`src/sv/sqrot_pkg.sv`:
```
package sqrot_pkg;

  localparam int SIZE_W = 5;
  localparam logic [SIZE_W-1:0] SIZE_RESET = 5'd3;

  typedef logic signed [7:0] elem_t;
  typedef logic [SIZE_W-1:0] size_t;

endpackage

```
`src/sv/sqrot_in_if.sv`:
```
interface sqrot_in_if;
  logic valid;
  logic ready;
  sqrot_pkg::elem_t element_in;

  modport source (output valid, output element_in, input ready);
  modport sink (input valid, input element_in, output ready);
endinterface

```
`src/sv/sqrot_out_if.sv`:
```
interface sqrot_out_if;
  logic valid;
  logic ready;
  sqrot_pkg::elem_t element_out;
  logic frame_last;

  modport source (output valid, output element_out, output frame_last, input ready);
  modport sink (input valid, input element_out, input frame_last, output ready);
endinterface

```
`src/sv/sqrot_bank.sv`:
```
module sqrot_bank #(
  parameter int AW = 9
) (
  input  logic             clk,
  input  logic             we,
  input  logic [AW-1:0]    waddr,
  input  sqrot_pkg::elem_t wdata,
  input  logic             re,
  input  logic [AW-1:0]    raddr,
  output sqrot_pkg::elem_t rdata
);

  // two banks addressed as {bank, row, col}
  sqrot_pkg::elem_t mem [2**AW];

  always_ff @(posedge clk) begin
    if (we) begin
      mem[waddr] <= wdata;
    end
  end

  always_ff @(posedge clk) begin
    if (re) begin
      rdata <= mem[raddr];
    end
  end

endmodule

```
`src/sv/square_matrix_rotate_90.sv`:
```
// square_matrix_rotate_90: rotates square frames of signed bytes by 90
// degrees counterclockwise.
// in_ch carries element_in in row-major order; out_ch carries element_out
// in row-major order of the rotated frame, with frame_last on its final item.
// cfg_we/cfg_wdata write size_in_use (side n, 0 taken as 1, values above
// MAX_DIM taken as MAX_DIM); a write restarts framing, so the next frame
// gives no output. Write it only while the block is idle.
// Each frame fills one bank of a two-bank RAM while the previous frame is
// read from the other bank, one rotated item per accepted item. The first
// frame after reset or after a size write produces nothing.
// Throughput: one item per cycle while out_ch does not stall, set by the single
// write and single read port of the bank RAM. An item's result passes through
// the RAM read register, loaded at the accepting edge, and then the output
// register, loaded once that register is free.
// Reset (rst, synchronous) clears framing and empties the pipeline; the
// RAM is not cleared and needs no clearing pass.
// When out_ch stalls, the output register and the read stage fill and
// in_ch.ready drops until out_ch takes an item.
module square_matrix_rotate_90 #(
  parameter int MAX_DIM = 16
) (
  input  logic                     clk,
  input  logic                     rst,
  input  logic                     cfg_we,
  input  sqrot_pkg::size_t         cfg_wdata,
  sqrot_in_if.sink                 in_ch,
  sqrot_out_if.source              out_ch
);

  localparam int RW = $clog2(MAX_DIM);
  localparam int NW = $clog2(MAX_DIM + 1);
  localparam int CW = (NW > sqrot_pkg::SIZE_W) ? NW : sqrot_pkg::SIZE_W;
  localparam int AW = 1 + 2 * RW;

  sqrot_pkg::size_t size_in_use;
  logic [RW-1:0]    wrow;
  logic [RW-1:0]    wcol;
  logic             bank;
  logic             prev_ready;

  logic             s1_valid;
  logic             s1_last;
  sqrot_pkg::elem_t rd_data;

  logic             out_valid;
  sqrot_pkg::elem_t out_elem;
  logic             out_last;

  logic [CW-1:0]    size_ext;
  logic [NW-1:0]    n_eff;
  logic [NW-1:0]    n_m1;
  logic [RW-1:0]    rot_col;
  logic             col_end;
  logic             row_end;
  logic             acc;
  logic             out_free;
  logic             s1_adv;

  // clamp the side length
  always_comb begin
    size_ext = CW'(size_in_use);
    if (size_ext == '0) begin
      n_eff = NW'(1);
    end else if (size_ext > CW'(MAX_DIM)) begin
      n_eff = NW'(MAX_DIM);
    end else begin
      n_eff = NW'(size_ext);
    end
  end

  assign n_m1    = n_eff - NW'(1);
  assign rot_col = RW'(n_m1 - NW'(wrow));
  assign col_end = (NW'(wcol) == n_m1);
  assign row_end = (NW'(wrow) == n_m1);

  assign out_free    = !out_valid || out_ch.ready;
  assign s1_adv      = s1_valid && out_free;
  assign in_ch.ready = !s1_valid || out_free;
  assign acc         = in_ch.valid && in_ch.ready;

  sqrot_bank #(
    .AW(AW)
  ) u_bank (
    .clk   (clk),
    .we    (acc),
    .waddr ({bank, wrow, wcol}),
    .wdata (in_ch.element_in),
    .re    (acc && prev_ready),
    .raddr ({~bank, wcol, rot_col}),
    .rdata (rd_data)
  );

  // framing counters and configuration
  always_ff @(posedge clk) begin
    if (rst) begin
      size_in_use <= sqrot_pkg::SIZE_RESET;
      wrow        <= '0;
      wcol        <= '0;
      bank        <= 1'b0;
      prev_ready  <= 1'b0;
    end else if (cfg_we) begin
      size_in_use <= cfg_wdata;
      wrow        <= '0;
      wcol        <= '0;
      prev_ready  <= 1'b0;
    end else if (acc) begin
      if (col_end) begin
        wcol <= '0;
        if (row_end) begin
          wrow       <= '0;
          bank       <= ~bank;
          prev_ready <= 1'b1;
        end else begin
          wrow <= wrow + RW'(1);
        end
      end else begin
        wcol <= wcol + RW'(1);
      end
    end
  end

  // read stage tracks the item in the RAM read register
  always_ff @(posedge clk) begin
    if (rst) begin
      s1_valid <= 1'b0;
    end else if (acc) begin
      s1_valid <= prev_ready;
    end else if (s1_adv) begin
      s1_valid <= 1'b0;
    end
  end

  always_ff @(posedge clk) begin
    if (acc) begin
      s1_last <= col_end && row_end;
    end
  end

  always_ff @(posedge clk) begin
    if (rst) begin
      out_valid <= 1'b0;
    end else if (out_free) begin
      out_valid <= s1_valid;
    end
  end

  always_ff @(posedge clk) begin
    if (s1_adv) begin
      out_elem <= rd_data;
      out_last <= s1_last;
    end
  end

  assign out_ch.valid       = out_valid;
  assign out_ch.element_out = out_elem;
  assign out_ch.frame_last  = out_last;

`ifndef SYNTHESIS
  a_col_range: assert property (@(posedge clk) disable iff (rst)
    NW'(wcol) < n_eff && NW'(wrow) < n_eff)
    else $error("write position outside frame");

  a_frame_done: assert property (@(posedge clk) disable iff (rst)
    acc && !cfg_we && col_end && row_end |=> prev_ready)
    else $error("completed frame not marked ready");

  a_cfg_restart: assert property (@(posedge clk) disable iff (rst)
    cfg_we |=> !prev_ready && wrow == '0 && wcol == '0)
    else $error("size write did not restart framing");

  a_s1_hold: assert property (@(posedge clk) disable iff (rst)
    s1_valid && !out_free |=> s1_valid && $stable(rd_data))
    else $error("stalled read data lost");
`endif

endmodule

```
`src/flat_wrapper.sv`:
```
// flat-port wrapper written by rule: the top's interface ports become plain ports
module square_matrix_rotate_90_flat 
#(
  parameter int MAX_DIM = 16
)
  (clk, rst, cfg_we, cfg_wdata, in_ch_valid, in_ch_element_in, in_ch_ready, out_ch_valid, out_ch_element_out, out_ch_frame_last, out_ch_ready);
  sqrot_in_if in_ch_i ();
  sqrot_out_if out_ch_i ();
  input  logic clk;
  input  logic rst;
  input  logic cfg_we;
  input  sqrot_pkg::size_t cfg_wdata;
  input wire logic [$bits(in_ch_i.valid)-1:0] in_ch_valid;
  input wire logic [$bits(in_ch_i.element_in)-1:0] in_ch_element_in;
  output wire logic [$bits(in_ch_i.ready)-1:0] in_ch_ready;
  output wire logic [$bits(out_ch_i.valid)-1:0] out_ch_valid;
  output wire logic [$bits(out_ch_i.element_out)-1:0] out_ch_element_out;
  output wire logic [$bits(out_ch_i.frame_last)-1:0] out_ch_frame_last;
  input wire logic [$bits(out_ch_i.ready)-1:0] out_ch_ready;
  assign in_ch_i.valid = in_ch_valid;
  assign in_ch_i.element_in = in_ch_element_in;
  assign in_ch_ready = in_ch_i.ready;
  assign out_ch_valid = out_ch_i.valid;
  assign out_ch_element_out = out_ch_i.element_out;
  assign out_ch_frame_last = out_ch_i.frame_last;
  assign out_ch_i.ready = out_ch_ready;
  square_matrix_rotate_90 #(.MAX_DIM(MAX_DIM)) u_core (.clk(clk), .rst(rst), .cfg_we(cfg_we), .cfg_wdata(cfg_wdata), .in_ch(in_ch_i), .out_ch(out_ch_i));
endmodule
```
`config.mk`:
```
export PLATFORM = sky130hd
export DESIGN_NAME = square_matrix_rotate_90_flat
export DESIGN_NICKNAME = d
export VERILOG_FILES = /design/src/sv/sqrot_pkg.sv /design/src/sv/sqrot_in_if.sv /design/src/sv/sqrot_out_if.sv /design/src/sv/sqrot_bank.sv /design/src/sv/square_matrix_rotate_90.sv /design/src/flat_wrapper.sv
export SDC_FILE = /design/constraint.sdc
export NUM_CORES = 2
export LEC_CHECK = 0
export CORE_MARGIN = 5
export CORE_UTILIZATION = 50
export DETAILED_ROUTE_END_ITERATION = 8
export DONT_BUFFER_PORTS = 1
export HOLD_SLACK_MARGIN = 0.12
export PLACE_DENSITY = 0.65
export SETUP_SLACK_MARGIN = 0.02
export SLEW_MARGIN = 30
export SYNTH_ARGS = -nofsm -noshare
export SYNTH_HDL_FRONTEND = slang
export SYNTH_SLANG_ARGS = --single-unit
export TNS_END_PERCENT = 100
```
`constraint.sdc`:
```
create_clock -name clk -period 3.9 [get_ports clk]
set_input_delay 0.39 -clock clk [delete_from_list [all_inputs] [get_ports clk]]
set_output_delay 0.39 -clock clk [all_outputs]
set_load 0.05 [all_outputs]
```
==> metrics.md <==
| Metric | Value |
|---|---|
| Status | `finished with violations` |
| Failing checks | `max-slew violations, negative setup slack` |
| TritonCTS clock tree | `built` |
| Via-per-instance ratio | `6.45` |
| Die X | `576 um` |
| Pleak | `63.5 nW` |
| Crit path kind | `reg2reg` |
| Post-route clock period utilization | `117%` |
| PwrDens | `545 mW/mm2` |
| Seq/Total Area, Yosys | `77.3%` |
| Worst setup margin | `-0.657 ns` |
| Commonest non-fill, non-tap cells in the layout | `4114 x edfxtp_1, 1229 x buf_4, 1026 x mux4_2` |
| Hold crit path type | `in2reg` |
| Final Slew Violations | `188` |
| Area share of the largest cell type after synthesis | `77.1%` |
| Core Util, Final | `60.6%` |
| Clk root buf | `clkbuf_16` |
| Synth area leader | `edfxtp_1` |
| Grt total ovfl | `0` |
| Register area | `0.124 mm2` |
| Place WS | `-1.23 ns` |
| Post-Syn Area | `0.160 mm2` |
| Synth Area in Compound Gates | `2.05%` |
| Worst path most repeated cell | `buf_4` |
| DPL Wire Length | `290000 um` |
| Post-synth cell types | `79` |
| DRC Markers | `0` |
| Syn avg cell area | `20.8 um2` |
| Crit-path max FO | `7` |
| # IOs | `29` |
| Max Root-Sink Buffers | `4` |
| Gpl congestion | `0.886` |
| Post-route ant nets | `0` |
| Fraction of registers with async set or reset after synthesis | `0%` |
| Routed length per instance | `34.7 um` |
| Final #Nets | `9195` |
| CP endpoint kind | `register` |
| IR drop worst, VDD | `0.000430 V` |
| Setup violations, final | `8` |
| First-pass DRT Iterations | `8` |
| Max H-tree Level | `5` |
| GRT Resource Usage Total | `28.3%` |
| Chip height | `576 um` |
| XOR/XNOR Fraction of Synth Area | `0.0656%` |
| CTS Buf Count | `414` |
| DRT Wirelength | `477000 um` |
| Final hold violations | `0` |
| Max-capacitance violation count | `0` |
| Initial core utilization | `50.1%` |
| # rows | `208` |
| Commonest non-fill, non-tap cell in the layout | `edfxtp_1` |
| Worst Path Buf+Inv | `8` |
| Yosys warning total | `0` |
| Layout cells sized above 1 | `36.1%` |
| Clk_skew | `0.0652 ns` |
| IO buf count | `0` |
| Setup crit start kind | `register` |
| Wl on met1 | `175000 um` |
| Post-synthesis mux area share | `14.9%` |
| Post-synthesis cell count | `7694` |
| First-pass GRT wire length | `668000 um` |
| Synth Area in Simple Gates | `4.08%` |
| Met3 WL | `56100 um` |
| Synth Net Count | `7725` |
| CTS sink count | `4131` |
| Core ar. | `0.320 mm2` |
| Seq cells post-synth | `4131` |
| Total Power | `106 mW` |
| Clock latency on the worst-skew pair | `0.98 ns` |
| Vias in the first global route | `87400` |
| Min Clock Period, post-route | `4.56 ns` |
| CP cell instances | `nor3_2, o21ai_1, buf_4, ha_4, fa_4, buf_6, buf_12, buf_4, buf_16, buf_12, clkbuf_4, mux4_2, nand2_1, nand3_1, a31oi_1, buf_4, a31oi_1` |
| Die Area | `0.332 mm2` |
| Area Growth Syn to Fin | `20.9%` |
| Met2 WL | `222000 um` |
| Number of synthesized flops with an enable pin | `4114` |
| Synth top area cells | `edfxtp_1 77%, mux4_2 14%, nor2_1 1.3%` |
| Vias | `88500` |
| CP top delay family | `buffers and inverters` |
| WP data arrival | `5.25 ns` |
| Area occupied by multi-input gates | `0.0359 mm2` |
| 1st-iter DRT viols | `13800` |
| Rel. slew slack | `-54.4%` |
| Synth Area in Adders | `0.106%` |
| Worst path max stage delay | `0.81 ns` |
| Setup TNS | `-4.18 ns` |
| Fmax | `219 MHz` |
| Slew @ Worst Pin | `2.32 ns` |
| WHS | `0.175 ns` |
| Highest-delay cell along the critical path | `fa_4` |
| Fill count | `22300` |
| WP data required | `4.60 ns` |
| Largest net degree at the start of global routing | `513` |
| RSZ-0062 raised after global routing | `true` |
| Main combinational cell family by area after synthesis | `multiplexers` |
| DR top layer | `met5` |
| Clock slew at reported path FFs | `0.06 ns` |
| Synth Flop Type | `edfxtp_1` |
| Initial antenna violation count | `33` |
## cells by family after synthesis
logic type	count (synthesis)
adder cells (fa/ha/maj)	13
multiplexers	1097
buffers and inverters	492
AO/OA/AOI/OAI	448
XOR/XNOR	12
AND/OR/NAND/NOR	1501
flip-flops	4131
## report_power, final
group	leakage (nW)	total [mW]	switching, mW	internal (mW)
registers	37.1	48.9	0.00906	48.9
logic	19.7	16.4	9.02	7.36
clock network	6.69	40.4	16.9	23.5
total	63.5	106	25.9	79.7
## worst paths after layout
path | startpoint | to | slack [ns] | cells after the start
worst max-delay path | u_core.size_ext[1] | u_core.u_bank.rdata[5] | -0.66 | 17
worst min-delay path | in_ch_element_in[3] | u_core.u_bank.mem[476][3] | 0.18 | 1
worst max register to register | u_core.size_ext[1] | u_core.u_bank.rdata[5] | -0.66 | 17
worst min register to register | u_core.prev_ready | u_core.prev_ready | 0.47 | 2
## metal layers
metal / GRT usage [%] / vias up
met5: 0 / -
met4: 11.5 / 14
met3: 6.60 / 1027
met2: 43.3 / 6021
met1: 39.8 / 46600
li1: - / 34900
## area by class of cell
cell class              count  share of cell area [%]
clock inverters           271                    1.50
flip-flops and latches   4131                    63.9
inverters                  14                  0.0271
clock buffers             496                    5.59
diodes                     18                  0.0232
multi-input cells        3071                    18.5
repair buffers           1532                    7.76
well taps                4200                    2.71
## timing repair
item | in CTS | in global routing
pin swaps | 83 | 66
endpoints found under the hold margin | 3064 | 1016
hold buffers | 17 | 12
buffers inserted | 110 | 45
gates resized for setup | 351 | 101
endpoints found under the setup margin | 8 | 8
gates cloned | 20 | 5
## cells in the mapped netlist, types with 19 or more instances
master / n
and3_1: 121
clkbuf_1: 235
nand3_1: 174
a211oi_1: 86
edfxtp_1: 4114
mux4_2: 1026
buf_4: 103
a32o_1: 19
mux2i_1: 61
buf_6: 22
o221ai_1: 19
o22ai_1: 78
a21oi_1: 21
nor4_1: 26
buf_1: 26
nor2_1: 564
buf_2: 92
a31oi_1: 65
nand4_1: 25
nand2_1: 516
o21ai_0: 31
## stage by stage
| step | instance area, um2 | std cells |
|---|---|---|
| 3_5_place_dp | 175000 | 12700 |
| 6_report | 194000 | 13700 |
| 3_3_place_gp | 175000 | 12700 |
| 5_1_grt | 194000 | 13700 |
| 2_1_floorplan | 160000 | 7694 |
| 4_1_cts | 192000 | 13600 |
## flip-flops by register name (all words and copies together), names as in the netlist
register,count
u_core.s1_last,1
u_core.out_ch.frame_last,1
u_core.bank,1
u_core.u_bank.mem,4096
u_core.wcol,4
u_core.prev_ready,1
u_core.u_bank.rdata,8
u_core.size_ext,5
u_core.out_ch.valid,1
u_core.out_ch.element_out,8
u_core.wrow,4
u_core.s1_valid,1
(Power assumes the default switching activity.)
